## src/design/rar_pkg.sv

```systemverilog
// Package for the fraction arithmetic block: widths, operation codes, control structs.
// No dependencies.
`timescale 1ns / 1ps
package rar_pkg;
	localparam int OPERAND_WIDTH = 16;
	localparam int PROD_W = 2 * OPERAND_WIDTH;
	localparam int SUM_W = PROD_W + 1;
	localparam int NUM_W = 32;
	localparam int DEN_W = 31;
	localparam int CNT_W = $clog2(SUM_W + 1);

	typedef enum logic [1:0] {
		OP_ADD = 2'd0,
		OP_SUB = 2'd1,
		OP_MUL = 2'd2,
		OP_DIV = 2'd3
	} op_t;

	// commands from controller to datapath
	typedef struct packed {
		logic load;      // capture operands
		logic mul;       // form products
		logic combine;   // form num/den
		logic gcd_step;  // one binary gcd step
		logic div_init;  // start both divisions
		logic div_step;  // one restoring division bit
	} dp_cmd_t;

	// status from datapath to controller
	typedef struct packed {
		logic bad;       // zero denominator or divisor
		logic num_zero;
		logic gcd_done;
		logic div_done;
	} dp_stat_t;
endpackage

```

## src/design/rar_datapath.sv

```systemverilog
// Datapath: products, signed sum, binary gcd and bit-serial division.
// Depends on rar_pkg.
`timescale 1ns / 1ps
module rar_datapath (
	input  logic clk,
	input  rar_pkg::dp_cmd_t cmd,
	input  logic [1:0] op,
	input  logic [rar_pkg::OPERAND_WIDTH-1:0] a_num,
	input  logic [rar_pkg::OPERAND_WIDTH-1:0] a_den,
	input  logic [rar_pkg::OPERAND_WIDTH-1:0] b_num,
	input  logic [rar_pkg::OPERAND_WIDTH-1:0] b_den,
	output rar_pkg::dp_stat_t stat,
	output logic [rar_pkg::NUM_W-1:0] res_num,
	output logic [rar_pkg::DEN_W-1:0] res_den
);
	localparam int W = rar_pkg::OPERAND_WIDTH;
	localparam int P = rar_pkg::PROD_W;
	localparam int S = rar_pkg::SUM_W;
	localparam int R = (S > rar_pkg::NUM_W) ? S : rar_pkg::NUM_W;

	logic [1:0] op_q;
	logic [W-1:0] m_an_q, m_ad_q, m_bn_q, m_bd_q;
	logic s_an_q, s_ad_q, s_bn_q, s_bd_q;
	logic [P-1:0] p1_q, p2_q, p3_q;
	logic n1_q, n2_q, n3_q;
	logic [S-1:0] num_q, den_q;
	logic neg_q;
	logic [S-1:0] gx_q, gy_q;
	logic [$clog2(S+1)-1:0] sh_q;
	logic [S-1:0] qn_q, rn_q, qd_q, rd_q, g_q;
	logic [rar_pkg::CNT_W-1:0] bit_q;

	function automatic logic [W:0] to_sm(input logic [W-1:0] v);
		logic [W-1:0] m;
		m = v[W-1] ? (~v + 1'b1) : v;
		return {v[W-1], m};
	endfunction

	logic [W:0] an_sm, ad_sm, bn_sm, bd_sm;
	assign an_sm = to_sm(a_num);
	assign ad_sm = to_sm(a_den);
	assign bn_sm = to_sm(b_num);
	assign bd_sm = to_sm(b_den);

	assign stat.bad = (m_ad_q == '0) || (m_bd_q == '0) ||
		(op_q == rar_pkg::OP_DIV && m_bn_q == '0);
	assign stat.num_zero = (num_q == '0);
	assign stat.gcd_done = (gy_q == '0);
	assign stat.div_done = (bit_q == '0);

	// signed combination of the two cross products
	logic [S-1:0] x1, x2, sum_mag;
	logic sum_neg, sub_n2;
	always_comb begin
		x1 = {1'b0, p1_q};
		x2 = {1'b0, p2_q};
		sub_n2 = n2_q ^ (op_q == rar_pkg::OP_SUB);
		if (n1_q == sub_n2) begin
			sum_mag = x1 + x2;
			sum_neg = n1_q;
		end else if (x1 >= x2) begin
			sum_mag = x1 - x2;
			sum_neg = n1_q;
		end else begin
			sum_mag = x2 - x1;
			sum_neg = sub_n2;
		end
	end

	// binary gcd step: strip common twos, halve a lone even value, else subtract odd values
	logic [S-1:0] gdiff;
	assign gdiff = (gx_q > gy_q) ? (gx_q - gy_q) : (gy_q - gx_q);

	// restoring division bit step
	logic [S:0] tn, td;
	assign tn = {rn_q, qn_q[S-1]} - {1'b0, g_q};
	assign td = {rd_q, qd_q[S-1]} - {1'b0, g_q};

	always_ff @(posedge clk) begin
		if (cmd.load) begin
			op_q <= op;
			{s_an_q, m_an_q} <= an_sm;
			{s_ad_q, m_ad_q} <= ad_sm;
			{s_bn_q, m_bn_q} <= bn_sm;
			{s_bd_q, m_bd_q} <= bd_sm;
		end
		if (cmd.mul) begin
			unique case (op_q)
				rar_pkg::OP_ADD, rar_pkg::OP_SUB: begin
					p1_q <= P'(m_an_q) * P'(m_bd_q); n1_q <= s_an_q ^ s_bd_q;
					p2_q <= P'(m_bn_q) * P'(m_ad_q); n2_q <= s_bn_q ^ s_ad_q;
					p3_q <= P'(m_ad_q) * P'(m_bd_q); n3_q <= s_ad_q ^ s_bd_q;
				end
				rar_pkg::OP_MUL: begin
					p1_q <= P'(m_an_q) * P'(m_bn_q); n1_q <= s_an_q ^ s_bn_q;
					p2_q <= '0; n2_q <= 1'b0;
					p3_q <= P'(m_ad_q) * P'(m_bd_q); n3_q <= s_ad_q ^ s_bd_q;
				end
				default: begin
					p1_q <= P'(m_an_q) * P'(m_bd_q); n1_q <= s_an_q ^ s_bd_q;
					p2_q <= '0; n2_q <= 1'b0;
					p3_q <= P'(m_ad_q) * P'(m_bn_q); n3_q <= s_ad_q ^ s_bn_q;
				end
			endcase
		end
		if (cmd.combine) begin
			num_q <= sum_mag;
			den_q <= {1'b0, p3_q};
			neg_q <= (sum_neg ^ n3_q);
			gx_q <= sum_mag;
			gy_q <= {1'b0, p3_q};
			sh_q <= '0;
		end
		if (cmd.gcd_step) begin
			if (!gx_q[0] && !gy_q[0]) begin
				gx_q <= gx_q >> 1; gy_q <= gy_q >> 1; sh_q <= sh_q + 1'b1;
			end else if (!gx_q[0]) begin
				gx_q <= gx_q >> 1;
			end else if (!gy_q[0]) begin
				gy_q <= gy_q >> 1;
			end else begin
				gx_q <= (gx_q < gy_q) ? gx_q : gy_q;
				gy_q <= gdiff;
			end
		end
		if (cmd.div_init) begin
			g_q <= gx_q << sh_q;
			qn_q <= num_q; rn_q <= '0;
			qd_q <= den_q; rd_q <= '0;
			bit_q <= rar_pkg::CNT_W'(S);
		end
		if (cmd.div_step) begin
			bit_q <= bit_q - 1'b1;
			if (!tn[S]) begin
				rn_q <= tn[S-1:0]; qn_q <= {qn_q[S-2:0], 1'b1};
			end else begin
				rn_q <= {rn_q[S-2:0], qn_q[S-1]}; qn_q <= {qn_q[S-2:0], 1'b0};
			end
			if (!td[S]) begin
				rd_q <= td[S-1:0]; qd_q <= {qd_q[S-2:0], 1'b1};
			end else begin
				rd_q <= {rd_q[S-2:0], qd_q[S-1]}; qd_q <= {qd_q[S-2:0], 1'b0};
			end
		end
	end

	// quotients widened to at least the result fields before sign and truncation
	logic [R-1:0] qn_x, qd_x, qn_s;
	assign qn_x = R'(qn_q);
	assign qd_x = R'(qd_q);
	assign qn_s = neg_q ? (~qn_x + 1'b1) : qn_x;
	assign res_num = qn_s[rar_pkg::NUM_W-1:0];
	assign res_den = qd_x[rar_pkg::DEN_W-1:0];
endmodule

```

## config.mk

```make
export PLATFORM = sky130hd
export DESIGN_NAME = rar_datapath
export DESIGN_NICKNAME = d
export VERILOG_FILES = /design/src/design/rar_pkg.sv /design/src/design/rar_datapath.sv
export SDC_FILE = /design/constraint.sdc
export NUM_CORES = 2
export LEC_CHECK = 0
export ABC_AREA = 1
export BUFFER_PORTS_ARGS = -buffer_cell sky130_fd_sc_hd__buf_4
export CAP_MARGIN = 20
export CORE_UTILIZATION = 66
export CTS_CLUSTER_DIAMETER = 150
export DETAILED_ROUTE_END_ITERATION = 12
export PLACE_DENSITY = 0.83
export SLEW_MARGIN = 25
export SYNTH_ARGS = -nofsm -noshare
export SYNTH_HDL_FRONTEND = slang
export SYNTH_SLANG_ARGS = --single-unit
```

## constraint.sdc

```tcl
create_clock -name clk -period 7.86 [get_ports clk]
set_clock_uncertainty 0.05 [all_clocks]
set_input_delay 0.393 -clock clk [delete_from_list [all_inputs] [get_ports clk]]
set_output_delay 0.393 -clock clk [all_outputs]
set_load 0.03 [all_outputs]
```

## Word-level counts from Yosys, hierarchy flattened

Cells that the tools add are included.

| word-level totals | value |
|---|---|
| flip-flop bits (word level) | 478 |
| input port bits | 73 |
| output and inout port bits | 67 |
| logic and storage cells | 127 |

| operators by class | value |
|---|---|
| add/sub/neg operators | 14 |
| multipliers | 4 |
| $lt $le $gt $ge | 3 |
| equal/unequal tests | 5 |
| shift-type cells | 1 |
| mux-type cells | 41 |
| bitwise operators | 11 |
| reductions and logical operators | 16 |

Operator list:

| operator | count |
|---|---|
| 33-bit 2-to-1 mux | 23 |
| 16-bit by 16-bit multiplier with 32-bit output | 4 |
| 32-bit 2-to-1 mux | 3 |
| 34-bit by 33-bit subtractor with 34-bit output | 2 |
| 33-bit logical NOT | 2 |
| 32-bit by 32-bit subtractor with 33-bit output | 2 |
| 33-bit subtractor | 2 |
| 16-bit by 1-bit adder with 16-bit output (second input constant) | 4 |
| 16-bit NOT | 4 |
| 15-bit 2-to-1 mux | 4 |
| 16-bit logical NOT | 3 |
| 32-bit by 32-bit adder with 33-bit output | 1 |
| 33-bit > comparator | 1 |
| 33-bit less-than comparator | 1 |
| 33-bit by 6-bit << shifter with 33-bit output | 1 |
| 32-bit by 1-bit adder with 32-bit output (second input constant) | 1 |
| 32-bit greater-or-equal comparator | 1 |
| 32-bit NOT | 1 |
| 6-bit 2-to-1 mux | 5 |
| 6-bit by 1-bit adder with 6-bit output (second input constant) | 1 |
| 6-bit logical NOT | 1 |
| 1-bit 2-to-1 mux | 6 |
| 6-bit by 1-bit subtractor with 6-bit output (second input constant) | 1 |
| 1-bit bitwise XOR | 6 |
| 11 further kinds | 15 |

## Depth between registers and ports, before layout

| depth | value |
|---|---|
| depth after elaboration | 9 |
| depth in mapped cells | 28 |
| gate-level depth less buffers | 26 |

## Least setup slack after synthesis

Ideal clock, no wire load.

| timing path | value |
|---|---|
| path kind | register to register |
| from | register m_bd_q[7] |
| to | register p3_q[27], data pin |
| arrival time | 5.437 ns |
| required time | 7.543 ns |
| slack | 2.106 ns |
| cell stages (with the launch flop) | 25 |
| buffers on the path | 2 |
| cell sequence | edfxtp_1 clkbuf_1 clkbuf_1 nand2_1 fa_1 inv_1 fa_1 inv_1 fa_1 inv_1 fa_1 fa_1 inv_1 fa_1 inv_1 ha_1 a21o_1 a21oi_1 nand2_1 nand2_1 nand3_1 a21o_1 or2_2 nand3_1 o21ai_0 |

| on the way | value |
|---|---|
| longest elaborated chain between the ends | 2 |

RTL lines:

| what | RTL line | text |
|---|---|---|
| start: declaration | rar_datapath.sv:22 | `logic [W-1:0] m_an_q, m_ad_q, m_bn_q, m_bd_q;` |
| start signal: assignment | rar_datapath.sv:85 | `{s_bd_q, m_bd_q} <= bd_sm;` |
| 16-bit by 16-bit multiplier with 32-bit output | rar_datapath.sv:92, rar_datapath.sv:97 |  |
| 32-bit 2-to-1 mux | n/a |  |
| end signal: assignment | rar_datapath.sv:92 | `p3_q <= P'(m_ad_q) * P'(m_bd_q); n3_q <= s_ad_q ^ s_bd_q;` |
| end signal: assignment | rar_datapath.sv:97 | `p3_q <= P'(m_ad_q) * P'(m_bd_q); n3_q <= s_ad_q ^ s_bd_q;` |
| end signal: assignment | rar_datapath.sv:102 | `p3_q <= P'(m_ad_q) * P'(m_bn_q); n3_q <= s_ad_q ^ s_bn_q;` |
| end: declaration | rar_datapath.sv:24 | `logic [P-1:0] p1_q, p2_q, p3_q;` |

No other way between the ends.
A chain may end at the register's enable or synchronous reset.

## Final worst setup path

| timing path | value |
|---|---|
| from | register m_ad_q[9] |
| to | register p3_q[24], data pin |

| on the way | value |
|---|---|
| longest elaborated chain between the ends | 2 |

RTL lines:

| what | RTL line | text |
|---|---|---|
| start: declaration | rar_datapath.sv:22 |  |
| start signal: assignment | rar_datapath.sv:83 | `{s_ad_q, m_ad_q} <= ad_sm;` |
| 16-bit by 16-bit multiplier with 32-bit output (on tied branches) | rar_datapath.sv:102, rar_datapath.sv:92, rar_datapath.sv:97 |  |
| 32-bit 2-to-1 mux * | n/a |  |

Every way passes the cells marked *; elsewhere a longest branch is shown, timed or not.

==> reports/results.ini <==
[route]
drcViolationCount=0
met1Wirelength_um=91700
ant_nets=0
wl_um=255000
avgRoutedWirePerCell_um=21.1
viasPerCell=5.87
drtPass1Iterations=7
top_layer=met5
drt_iter0_drc=7910
wl_met3_um=27400
wl_met2_um=113000
vias=71000

[job]
maxCapViolations=0

[clock_network]
clockRootBuffer=clkbuf_16
cts_sinks=478
htreeDepth=2
cts_buffer_depth=3
clock_latency_ns=0.70
cts_tree=done
path_clk_slew_ns=0.07
numCtsBuffers=57

[layout]
n_antenna_cell=0
layout_commonest_cell=nand2_1
nFillCells=9252
fin_nets=12000
area_growth_pct=5.51
drive_above_1_share_pct=5.26
layout_common_cells=nand2_1, inv_1, fa_1, ha_1, nor2_1

[global_routing]
grt_pass1_vias=71000
grt_max_degree=83
antenna_found_initial=1
grt_overflow=0
grt_use_total_pct=43.5
grt_pass1_wl_um=392000

[place]
port_buffers=139
gp_congestion=1.09
dpl.hpwl_um=200000

[timing]
min_period_ns=7.03
fmax_ghz=0.142
maxSlewHeadroom_pct=25.0
timing.final.crit_share_pct=89.4
tns_ns=0
setup_viol=0
hold_viol=0
report.final.slew_viol_count=0
tightestPinTransition_ns=1.11
rsz0062_at_grt=no

[synthesis]
syn_nets=12100
synth_top_area_share_pct=20.6
async_reset_ff_share_pct=0
yosys_register_bits=478
synth_edf_count=438
synthCells=10600
synth_ff_type=edfxtp_1
ys_types=65
synthTopCellsByArea=fa_1, edfxtp_1, nand2_1, inv_1, ha_1
yosysWarnings=0
synth_seq_area_share_pct=18.3
yosys.area.top_type=fa_1
syn-cell-area_um2=76000
syn_avg_cell_area_um2=7.15

[floorplan]
dieArea_um2=117000
die_x_um=341
initial_core_util_pct=66.5
core_area_um2=114000
num_rows=124
ios=140
die_h_um=341

[setup_path]
worst_ep_arrival_time_ns=7.39
crit_slowest_cell=edfxtp_1
crit_chain=buf_4, nand2_1, fa_1, fa_1, fa_1, inv_1, fa_1, fa_1, inv_1, fa_1, inv_1, ha_1, a21oi_1, o21ai_0, a21oi_1, nand3_1, a21o_1, xnor2_1, o21ai_0
cp-start-kind=register
slowest_delay_ns=0.94
critPathRequiredTime_ns=8.22
endpoint_kind=register
critPathKind=reg -> reg
cpLargestDelayFamily=adder cells
path_max_fanout=19
worst-path-buf-inv=4
cpMostUsedCell=fa_1

[run_status]
status=finished clean

[hold_path]
hold_class=in -> reg

-- registers in the layout, indices dropped and copies added (netlist names), 2 cells and up --
register / count
sh_q: 6
p3_q: 32
op_q: 2
bit_q: 6
rn_q: 33
rd_q: 33
m_ad_q: 16
p2_q: 32
g_q: 33
gx_q: 33
p1_q: 32
m_an_q: 16
den_q: 32
num_q: 33
m_bn_q: 16
m_bd_q: 16
gy_q: 33
qd_q: 33
qn_q: 33
-- synthesized netlist by cell type (65+ instances only) --
cell and n:
xor2_1 165, o21ai_0 441, clkbuf_1 345, nand4_1 77, nor2_1 640, nand2_1 3163
o22ai_1 77, buf_4 65, nand3_1 392, inv_1 2228, a21oi_1 432, ha_1 652
fa_1 783, xnor2_1 68, edfxtp_1 438
-- stage by stage --
stage          hold WS [ns]  setup slack, ns  instance area [um^2]  std cells  util [%]
6_report             0.0114            0.833                 80200      12100      70.2
5_1_grt              0.0331            0.697                 80200      12100      70.2
4_1_cts             0.00331            0.983                 80100      12100      70.1
3_5_place_dp          0.404            0.960                 77700      11900      67.9
3_3_place_gp          0.402             1.06                 77600      11900      67.9
2_1_floorplan         0.371             2.11                 76000      10600         -
-- repair_timing --
| action | in CTS | in global routing |
|---|---|---|
| buffers inserted | 0 | 0 |
| resized for setup | 0 | 0 |
| endpoints found under the hold margin | 54 | 0 |
| hold buffers | 52 | 0 |
-- area by class of cell --
class	instances	area, um^2	share of cell area [%]
repair buffers	309	2540	3.17
well taps	1512	1890	2.36
clock inverters	45	469	0.585
inverters	2255	8460	10.6
flip-flops and latches	478	14000	17.4
multi-input cells	7431	51500	64.1
clock buffers	62	1450	1.80
-- metal layers --
metal  track usage [%]  vias up
met5                 0        -
met4              32.5        2
met3              8.54     1091
met2              68.1     4444
met1              53.4    33100
li1                  -    32400
-- cells by family (layout without fill, tap and decap cells) --
| group | Yosys count | in the layout | synth area share [%] |
|---|---|---|---|
| xor gates and xnor gates | 235 | 235 | 2.76 |
| buffers and inverters | 2725 | 2671 | 14.0 |
| muxes | 15 | 15 | 0.197 |
| AOI/OAI and AO/OA | 1170 | 1170 | 8.57 |
| and+or+nand+nor | 4576 | 4576 | 24.8 |
| adders and majority gates | 1435 | 1435 | 31.3 |
| DFF | 478 | 478 | 18.3 |
-- final timing paths --
kind / endpoint / start / slack, ns / cells past startpoint
hold / removal: m_ad_q[10] / a_den[10] / 0.01 / 2
setup / recovery: p3_q[24] / m_ad_q[9] / 0.83 / 19
setup reg to reg: p3_q[24] / m_ad_q[9] / 0.83 / 19
hold reg to reg: den_q[21] / p3_q[21] / 0.42 / 0
Power is left out: the tool's default activity adds up to more than one toggle a clock period on the data nets, which glitch-free logic cannot reach.
