$ cat src/design/rar_pkg.sv
// Package for the fraction arithmetic block: widths, operation codes, control structs.
// No dependencies.
`timescale 1ns / 1ps
package rar_pkg;
	localparam int OPERAND_WIDTH = 16;
	localparam int PROD_W = 2 * OPERAND_WIDTH;
	localparam int SUM_W = PROD_W + 1;
	localparam int NUM_W = 32;
	localparam int DEN_W = 31;
	localparam int CNT_W = $clog2(SUM_W + 1);

	typedef enum logic [1:0] {
		OP_ADD = 2'd0,
		OP_SUB = 2'd1,
		OP_MUL = 2'd2,
		OP_DIV = 2'd3
	} op_t;

	// commands from controller to datapath
	typedef struct packed {
		logic load;      // capture operands
		logic mul;       // form products
		logic combine;   // form num/den
		logic gcd_step;  // one binary gcd step
		logic div_init;  // start both divisions
		logic div_step;  // one restoring division bit
	} dp_cmd_t;

	// status from datapath to controller
	typedef struct packed {
		logic bad;       // zero denominator or divisor
		logic num_zero;
		logic gcd_done;
		logic div_done;
	} dp_stat_t;
endpackage

$ cat src/design/rar_ctrl.sv
// Controller: sequences load, multiply, combine, gcd and division; holds the error and zero-result flags.
// Depends on rar_pkg.
`timescale 1ns / 1ps
module rar_ctrl (
	input  logic clk,
	input  logic arst_n,
	input  logic in_valid,
	output logic in_ready,
	output logic out_valid,
	input  logic out_ready,
	output rar_pkg::dp_cmd_t cmd,
	input  rar_pkg::dp_stat_t stat,
	output logic sel_bad,
	output logic sel_zero
);
	typedef enum logic [2:0] {S_IDLE, S_MUL, S_COMB, S_GCD, S_DIV, S_OUT} state_t;
	state_t state_q;

	assign in_ready = (state_q == S_IDLE);
	assign out_valid = (state_q == S_OUT);

	always_comb begin
		cmd = '0;
		cmd.load = (state_q == S_IDLE) && in_valid;
		cmd.mul = (state_q == S_MUL);
		cmd.combine = (state_q == S_COMB);
		cmd.gcd_step = (state_q == S_GCD) && !stat.gcd_done;
		cmd.div_init = (state_q == S_GCD) && stat.gcd_done;
		cmd.div_step = (state_q == S_DIV) && !stat.div_done;
	end

	always_ff @(posedge clk or negedge arst_n) begin
		if (!arst_n) begin
			state_q <= S_IDLE;
			sel_bad <= 1'b0;
			sel_zero <= 1'b0;
		end else begin
			unique case (state_q)
				S_IDLE: if (in_valid) state_q <= S_MUL;
				S_MUL: begin
					sel_bad <= stat.bad;
					sel_zero <= 1'b0;
					state_q <= stat.bad ? S_OUT : S_COMB;
				end
				S_COMB: state_q <= S_GCD;
				S_GCD: begin
					if (stat.num_zero) begin
						sel_zero <= 1'b1;
						state_q <= S_OUT;
					end else if (stat.gcd_done) state_q <= S_DIV;
				end
				S_DIV: if (stat.div_done) state_q <= S_OUT;
				S_OUT: if (out_ready) state_q <= S_IDLE;
				default: state_q <= S_IDLE;
			endcase
		end
	end
endmodule

$ cat config.mk
export PLATFORM = sky130hd
export DESIGN_NAME = rar_ctrl
export DESIGN_NICKNAME = d
export VERILOG_FILES = /design/src/design/rar_pkg.sv /design/src/design/rar_ctrl.sv
export SDC_FILE = /design/constraint.sdc
export NUM_CORES = 1
export LEC_CHECK = 0
export BUFFER_PORTS_ARGS = -buffer_cell sky130_fd_sc_hd__buf_2
export CAP_MARGIN = 20
export CORE_AREA = 10 10 47 49
export DETAILED_ROUTE_END_ITERATION = 10
export DIE_AREA = 0 0 57 59
export PLACE_DENSITY_LB_ADDON = 0.3
export SLEW_MARGIN = 40
export SYNTH_ARGS = -nofsm -noshare
export SYNTH_HDL_FRONTEND = slang
export SYNTH_SLANG_ARGS = --single-unit
export TNS_END_PERCENT = 1
$ cat constraint.sdc
create_clock -name clk -period 3.1 [get_ports clk]
set_clock_uncertainty 0.1 [all_clocks]
set_input_delay 0.31 -clock clk [delete_from_list [all_inputs] [get_ports clk]]
set_output_delay 0.31 -clock clk [all_outputs]
set_load 0.02 [all_outputs]
## After elaboration in Yosys (flattened, before gate mapping)

Cells that the tools add are included.

- Add/sub/neg operators: 0
- Multiply operators: 0
- Div/mod/pow operators: 0
- $lt $le $gt $ge: 0
- Equal/unequal tests: 10
- Shift-type cells: 0
- Multiplexer cells: 9
- Bitwise operators: 0
- Reductions and logical operators: 10

Operators by type and width:

| cell | count |
|---|---|
| $mux 3 | 6 |
| $pmux 3 s6 | 1 |
| $eq 3x2->1 const B | 2 |
| $eq 3x3->1 const B | 2 |
| $ne 2x2->1 const B | 3 |
| $logic_and 1x1->1 | 4 |
| $reduce_and 4->1 | 1 |
| $eq 3x1->1 const B | 1 |
| $logic_not 3->1 | 1 |
| $ne 3x3->1 const B | 1 |
| $logic_not 1->1 | 2 |
| $ne 2x1->1 const B | 1 |
| $pmux 1 s2 | 1 |
| $reduce_and 2->1 | 1 |
| $reduce_bool 2->1 | 1 |
| $mux 1 | 1 |

- Flip-flop bits (word level): 5
- Bits in latches: 0
- Memory bits (writable): 0
- Bits in read-only memories: 0
- Logic and storage cells: 32
- Memories kept: 0

## Depth between registers and ports, before layout

Gate-level depths: netlist (run 1).

- Depth after elaboration: 3
- Gate-level depth with buffers: 4
- Mapped depth without buffers: 4

## Worst setup path before layout (run 1)

No wires, ideal clock.

- Path type: reg2out
- From: register state_q[1]
- To: output cmd[5] (netlist bit)
- Data arrival time: 1479 ps
- Data required time: 2690 ps
- Slack: 1211 ps
- Stages on the path, launching flop included: 4
- Path buffers: 1
- Cell sequence: dfrtp_1 > clkbuf_1 > nor3_1 > and2_1

RTL lines:

| item | RTL line | RTL |
|---|---|---|
| start, declared | rar_ctrl.sv:17 | `state_t state_q;` |
| start signal, assigned | rar_ctrl.sv:43 | `state_q <= stat.bad ? S_OUT : S_COMB;` |
| end, declared | rar_ctrl.sv:11 | `output rar_pkg::dp_cmd_t cmd,` |

==> impl_metrics.env, run 1 <==
export IMPL_layout_nets=68
export IMPL_dr_pass1_iters=2
export IMPL_route_detailed_vias_per_inst=4.57
export IMPL_final_layout_size_suffix_gt1_share_pct=37.3
export IMPL_die_area_um2=3360
export IMPL_count_of_distinct_cell_types_in_the_synthesized_netlist=22
export IMPL_drcViolationCount=0
export IMPL_hold_class="input pin to register"
export IMPL_drt_first_iter_violations=1
export IMPL_dieHeight_um=59
export IMPL_numClockSinks=5
export IMPL_synthesis_area_um2=335
export IMPL_finalMaxSlewViolations=0
export IMPL_track_usage_pct=5.32
export IMPL_switching_portion_of_total_power_pct=48.0
export IMPL_outcome="finished, final reports clean"
export IMPL_cts_tree="built"
export IMPL_clock_insertion_delay_worst_skew_ns=0.24
export IMPL_ordered_cell_list_for_the_critical_path="nor2b_1 -> and2b_1 -> buf_2"
export IMPL_worst_setup_hold_path_clk_slew_ns=0.04
export IMPL_num_fill_cells=154
export IMPL_synth_fp_nets=47
export IMPL_ant_nets=0
export IMPL_layout_area_overhead_vs_synth_pct=39.6
export IMPL_path_max_fanout=14
export IMPL_grt_max_degree=17
export IMPL_vias=343
export IMPL_num_rows=14
export IMPL_globalplace_congestion=0.777
export IMPL_place_worst_setup_slack_ns=1.24
export IMPL_core_area_um2=1400
export IMPL_power_per_cell_area_nw_per_um2=1090
export IMPL_antenna_diode_count=0
export IMPL_worst_endpoint_arrival_ns=1.47
export IMPL_cts_setup_buffers=0
export IMPL_cell_with_the_biggest_individual_delay_on_the_critical_path="sky130_fd_sc_hd__dfrtp_1"
export IMPL_p_int_mw=0.266
export IMPL_netlist_instances=39
export IMPL_netlist_top_cell_by_area="sky130_fd_sc_hd__dfrtp_1"
export IMPL_critPathLaunchType="register"
export IMPL_final_setup_tns_ns=0
export IMPL_power_sequential_fraction_pct=31.8
export IMPL_endpoint_kind="output pin"
export IMPL_finalHoldViolations=0
export IMPL_combinationalPowerShare_pct=53.6
export IMPL_totalWireLength_um=902
export IMPL_peakVddDrop_uv=480
export IMPL_ys_ff_latch=5
export IMPL_leakage_nw=0.228
export IMPL_starting_density_pct=23.9
export IMPL_cp_data_required_time_ns=2.69
export IMPL_dieWidth_um=57
export IMPL_cts_buffers_inserted=3
export IMPL_grt_pass1_vias=348
export IMPL_worst_slew_pin_slew_ns=0.408
export IMPL_ctsHtreeMaxLevel=1
export IMPL_grt_pass1_wl_um=1440
export IMPL_place_hpwl_um=742
export IMPL_slew_limit_headroom_pct=72.8
export IMPL_post_layout_total_power_mw=0.512
export IMPL_final_cell_count_no_fill=75
export IMPL_avgSynthCellArea_um2=8.60
export IMPL_power_switching_mw=0.245
export IMPL_proportion_of_power_drawn_by_the_clock_network_pct=14.6
export IMPL_synth_top_area_share_pct=37.3
export IMPL_yosys_top_cells_area="sky130_fd_sc_hd__dfrtp_1, sky130_fd_sc_hd__mux2_1, sky130_fd_sc_hd__nor3b_1"
export IMPL_hold_ws_ns=0.250
export IMPL_period_share_pct=60.6
export IMPL_timing_final_crit_period_ns=1.88
export IMPL_fmax_ghz=0.532
export IMPL_worst_path_dominant_cell_family="flip-flops"
export IMPL_count_of_maximum_capacitance_violations=0
export IMPL_post_drt_wl_per_cell_um=12.0
export IMPL_clockRootBuffer="sky130_fd_sc_hd__clkbuf_4"
export IMPL_rsz0062_at_grt="false"
export IMPL_cp_buffers_inverters=1
export IMPL_initial_antenna_violation_count=0
export IMPL_clockBufferDepth=2
export IMPL_crit_path_max_incr_delay_ns=0.54
export IMPL_io_pin_count=18
export IMPL_port_buffers=17
export IMPL_yosys_warnings=0
export IMPL_critPathKind="register to output pin"
export IMPL_setup_violations=0
export IMPL_fin_ws_ns=1.22
export IMPL_placed_cells_incl_taps=70
export IMPL_global_route_overflow_total=0
export IMPL_post_cts_resize_count=0
export IMPL_yosysSeqAreaShare_pct=37.3
## layout make-up
type                            instances  area (um2)  share of cell area (%)
Inverter                                1        3.75                   0.802
Multi-Input combinational cell         31         198                    42.2
Tap cell                               16        20.0                    4.28
Timing Repair Buffer                   18        95.1                    20.3
Clock buffer                            4        26.3                    5.61
Sequential cell                         5         125                    26.7
## repair_timing
item	4_1_cts	5_1_grt
hold buffers	1	0
endpoints found under the setup margin	0	0
hold endpoints to repair	5	0
## cells by family after synthesis
family | count (synthesis) | share of synthesized area, %
buf+inv | 3 | 3.73
mux | 3 | 10.1
simple gates | 17 | 28.0
flops | 5 | 37.3
compound gates | 11 | 20.9
## routing by layer
layer	track usage, %	part of all wire [%]	vias up
met1	4.75	40	158
met2	9.77	56	4
li1	-	-	181
met5	0	0	-
met3	2.36	3.8	0
met4	3.02	0	0
## sequential cells by signal, indices dropped and copies added (netlist names)
register / cells
sel_bad: 1
state_q: 3
sel_zero: 1
## worst paths after layout
kind,startpoint,end,slack (ns),cells past startpoint
max,state_q[0]$_DFFE_PN0P_,cmd[4],1.22,3
min,stat[3],sel_bad$_DFFE_PN0N_,0.25,2
max reg2reg,state_q[0]$_DFFE_PN0P_,state_q[0]$_DFFE_PN0P_,1.25,4
min reg2reg,sel_bad$_DFFE_PN0N_,sel_bad$_DFFE_PN0N_,0.38,1
max in group asynchronous,arst_n,sel_zero$_DFFE_PN0P_,2.46,2
min in group asynchronous,arst_n,state_q[1]$_DFFE_PN0P_,0.31,2
## placed cells by master, fill, tap and decap left out, types with 2 or more instances in the layout
cell type,count
sky130_fd_sc_hd__nor3_1,2
sky130_fd_sc_hd__nor3b_1,3
sky130_fd_sc_hd__a21boi_0,2
sky130_fd_sc_hd__a21oi_1,2
sky130_fd_sc_hd__o21ai_0,3
sky130_fd_sc_hd__mux2_1,3
sky130_fd_sc_hd__buf_2,17
sky130_fd_sc_hd__nor2_1,5
sky130_fd_sc_hd__dfrtp_1,5
sky130_fd_sc_hd__clkbuf_4,3
## synthesized netlist by cell type
cell and instances:
sky130_fd_sc_hd__clkbuf_1 1, sky130_fd_sc_hd__a21boi_0 2, sky130_fd_sc_hd__o21ai_2 1, sky130_fd_sc_hd__nor3b_1 3, sky130_fd_sc_hd__mux2_1 3, sky130_fd_sc_hd__and3_1 1
sky130_fd_sc_hd__nor4_1 1, sky130_fd_sc_hd__nor3_1 2, sky130_fd_sc_hd__a21oi_1 2, sky130_fd_sc_hd__o31a_1 1, sky130_fd_sc_hd__buf_2 1, sky130_fd_sc_hd__nand2_1 1
sky130_fd_sc_hd__or3_1 1, sky130_fd_sc_hd__and2_1 1, sky130_fd_sc_hd__and2b_1 1, sky130_fd_sc_hd__inv_2 1, sky130_fd_sc_hd__a31oi_1 1, sky130_fd_sc_hd__dfrtp_1 5
sky130_fd_sc_hd__nor2b_1 1, sky130_fd_sc_hd__nor2_1 5, sky130_fd_sc_hd__o22ai_1 1, sky130_fd_sc_hd__o21ai_0 3
## metrics by stage
| stage | instance area [um2] | util [%] |
|---|---|---|
| floorplan | 335 | - |
| CTS | 468 | 33.4 |
| finish | 468 | 33.4 |
| global placement | 432 | 30.8 |
| detailed placement | 432 | 30.8 |
| global route | 468 | 33.4 |
## power groups by stage
stage,sequential (mW),clock (mW),combinational (mW)
after CTS,0.163,0.0782,0.281
final,0.163,0.0745,0.274
after global placement,0.162,0,0.276
after global routing,0.173,0.0812,0.305
after detailed placement,0.164,0,0.280
after floorplan,0.147,0,0.212
Power figures use the tool's default switching activity.
==> run 2, diff against run 1 <==
Clock period 3.1 ns to 1.8 ns, I/O delays scaled along.
==> run 2 against run 1 <==
  * Core utilization is 1.6 points higher
  * Sequential cell count did not move
  * Hold slack worse by 0.12 ns
  * Final cell count rose by 2.7%
  * Clock power grew 68%
  * Wire length shrank 0.55%
  * First-iteration DRC count rose to 3.0 times the previous value
  * Sequential share of layout area is 1.2 points lower
  * Die area is the same
  * Setup slack worse by 1.1 ns
  * Register-to-register slack worse by 1.1 ns
  * Critical path depth increased by 1
  * Largest cell class unchanged
==> impl_metrics.env, run 2 (synthesis results as in run 1) <==
export IMPL_fmax_ghz=0.609
export IMPL_cp_buffers_inverters=0
export IMPL_leakage_nw=0.240
export IMPL_largest_reg_flops=3
export IMPL_port_buffers=17
export IMPL_endpoint_kind="register"
export IMPL_dr_pass1_iters=2
export IMPL_slew_limit_headroom_pct=78.2
export IMPL_numClockSinks=5
export IMPL_critPathKind="register to register"
export IMPL_post_drt_wl_per_cell_um=11.6
export IMPL_worst_endpoint_arrival_ns=1.65
export IMPL_finalMaxSlewViolations=0
export IMPL_track_usage_pct=5.45
export IMPL_final_setup_tns_ns=0
export IMPL_outcome="finished, final reports clean"
export IMPL_placedInstanceArea_um2=447
export IMPL_die_area_um2=3360
export IMPL_layout_cells_most_common_list="sky130_fd_sc_hd__buf_2, sky130_fd_sc_hd__nor2_1, sky130_fd_sc_hd__dfrtp_1"
export IMPL_grt_pass1_wl_um=1520
export IMPL_power_per_cell_area_nw_per_um2=1880
export IMPL_ctsHtreeMaxLevel=1
export IMPL_dieWidth_um=57
export IMPL_layout_nets=70
export IMPL_global_route_overflow_total=0
export IMPL_num_rows=14
export IMPL_rsz0062_at_grt="false"
export IMPL_place_hpwl_um=732
export IMPL_io_pin_count=18
export IMPL_cts_setup_buffers=0
export IMPL_setup_violations=0
export IMPL_cts_tree="built"
export IMPL_timing_final_crit_period_ns=1.64
export IMPL_post_layout_total_power_mw=0.923
export IMPL_crit_path_max_incr_delay_ns=0.37
export IMPL_peakVddDrop_uv=726
export IMPL_starting_density_pct=23.9
export IMPL_route_detailed_vias_per_inst=4.58
export IMPL_reg2regPathDepth=4
export IMPL_crit_path_frequent_cell="sky130_fd_sc_hd__mux2_1"
export IMPL_worst_setup_hold_path_clk_slew_ns=0.04
export IMPL_clockBufferDepth=2
export IMPL_clockRootBuffer="sky130_fd_sc_hd__clkbuf_4"
export IMPL_vias=353
export IMPL_worst_hold_path_num_cells=2
export IMPL_ant_nets=0
export IMPL_cts_buffers_inserted=3
export IMPL_cell_with_the_biggest_individual_delay_on_the_critical_path="sky130_fd_sc_hd__dfrtp_1"
export IMPL_worst_slew_pin_slew_ns=0.327
export IMPL_clock_insertion_delay_worst_skew_ns=0.23
export IMPL_ordered_cell_list_for_the_critical_path="mux2_1 -> or3_1 -> o21ai_2 -> mux2_1"
export IMPL_grt_pass1_vias=386
export IMPL_antenna_diode_count=0
export IMPL_initial_antenna_violation_count=0
export IMPL_final_core_utilization_pct=35.0
export IMPL_period_share_pct=91.2
export IMPL_dieHeight_um=59
export IMPL_globalplace_congestion=0.764
export IMPL_max_flop_register="state_q"
export IMPL_count_of_maximum_capacitance_violations=0
export IMPL_finalHoldViolations=0
export IMPL_layout_cells_most_common="sky130_fd_sc_hd__buf_2"
export IMPL_drt_first_iter_violations=3
export IMPL_grt_max_degree=14
export IMPL_final_layout_size_suffix_gt1_share_pct=42.6
export IMPL_path_max_fanout=2
export IMPL_worst_path_dominant_cell_family="multiplexers"
export IMPL_cp_data_required_time_ns=1.81
export IMPL_reg_top3="state_q: 3 flops, sel_bad: 1 flops, sel_zero: 1 flops"
export IMPL_timing_critical_path_depth=4
export IMPL_critPathLaunchType="register"
export IMPL_layout_area_overhead_vs_synth_pct=46.3
export IMPL_drcViolationCount=0
export IMPL_post_route_cell_area_um2=490
export IMPL_core_area_um2=1400
export IMPL_hold_class="input pin to register"
export IMPL_totalWireLength_um=897
==> run 2: cell types whose count changed in the layout (fill, tap and decap cells not counted) <==
cell | previous run | this run
sky130_fd_sc_hd__buf_4 | 0 | 2
sky130_fd_sc_hd__nor2b_2 | 0 | 1
sky130_fd_sc_hd__nor2b_1 | 1 | 0
sky130_fd_sc_hd__nor3_2 | 0 | 1
sky130_fd_sc_hd__nor3_1 | 2 | 1
==> run 2: cell type report <==
cell class                 instances  area (um2)
fill                             163         911
timing repair buffer              20         110
sequential                         5         125
clock buffer                       4        26.3
inverter                           1        3.75
multi-input combinational         31         205
tap                               16        20.0
==> run 2: per-stage QoR <==
stage	cells	hold slack, ns	worst slack, ns
floorplan	39	-0.216	0.0406
global placement	72	-0.101	0.207
detailed placement	72	-0.102	0.166
CTS	77	0.121	0.0875
global route	77	0.120	0.0359
finish	77	0.125	0.158
==> run 2: routing by layer <==
metal | share of wire, % | global-route usage, % | vias up
met5 | 0 | 0 | -
met4 | 0 | 4.03 | 0
met3 | 2.6 | 1.50 | 0
met2 | 55 | 9.92 | 4
met1 | 42 | 5.11 | 164
li1 | - | - | 185
==> run 2: final timing paths <==
path	start	to	slack, ns
setup / recovery	state_q[0]$_DFFE_PN0P_	state_q[0]$_DFFE_PN0P_	0.16
hold / removal	stat[3]	sel_bad$_DFFE_PN0N_	0.13
setup reg to reg	state_q[0]$_DFFE_PN0P_	state_q[0]$_DFFE_PN0P_	0.16
hold reg to reg	sel_bad$_DFFE_PN0N_	sel_bad$_DFFE_PN0N_	0.39
max in group asynchronous	arst_n	state_q[0]$_DFFE_PN0P_	1.28
min in group asynchronous	arst_n	state_q[1]$_DFFE_PN0P_	0.19
==> run 2: power breakdown <==
part	total, mW	internal [mW]	switching, mW
Combinational	0.556	0.240	0.316
Clock	0.125	0.0835	0.0414
Sequential	0.242	0.170	0.0721
Total	0.923	0.493	0.430
==> run 2: repair_timing <==
item                                    in CTS  in global routing
gates resized for setup                      0                  2
endpoints found under the setup margin       0                  4
hold buffers                                 1                  0
hold endpoints to repair                     5                  0
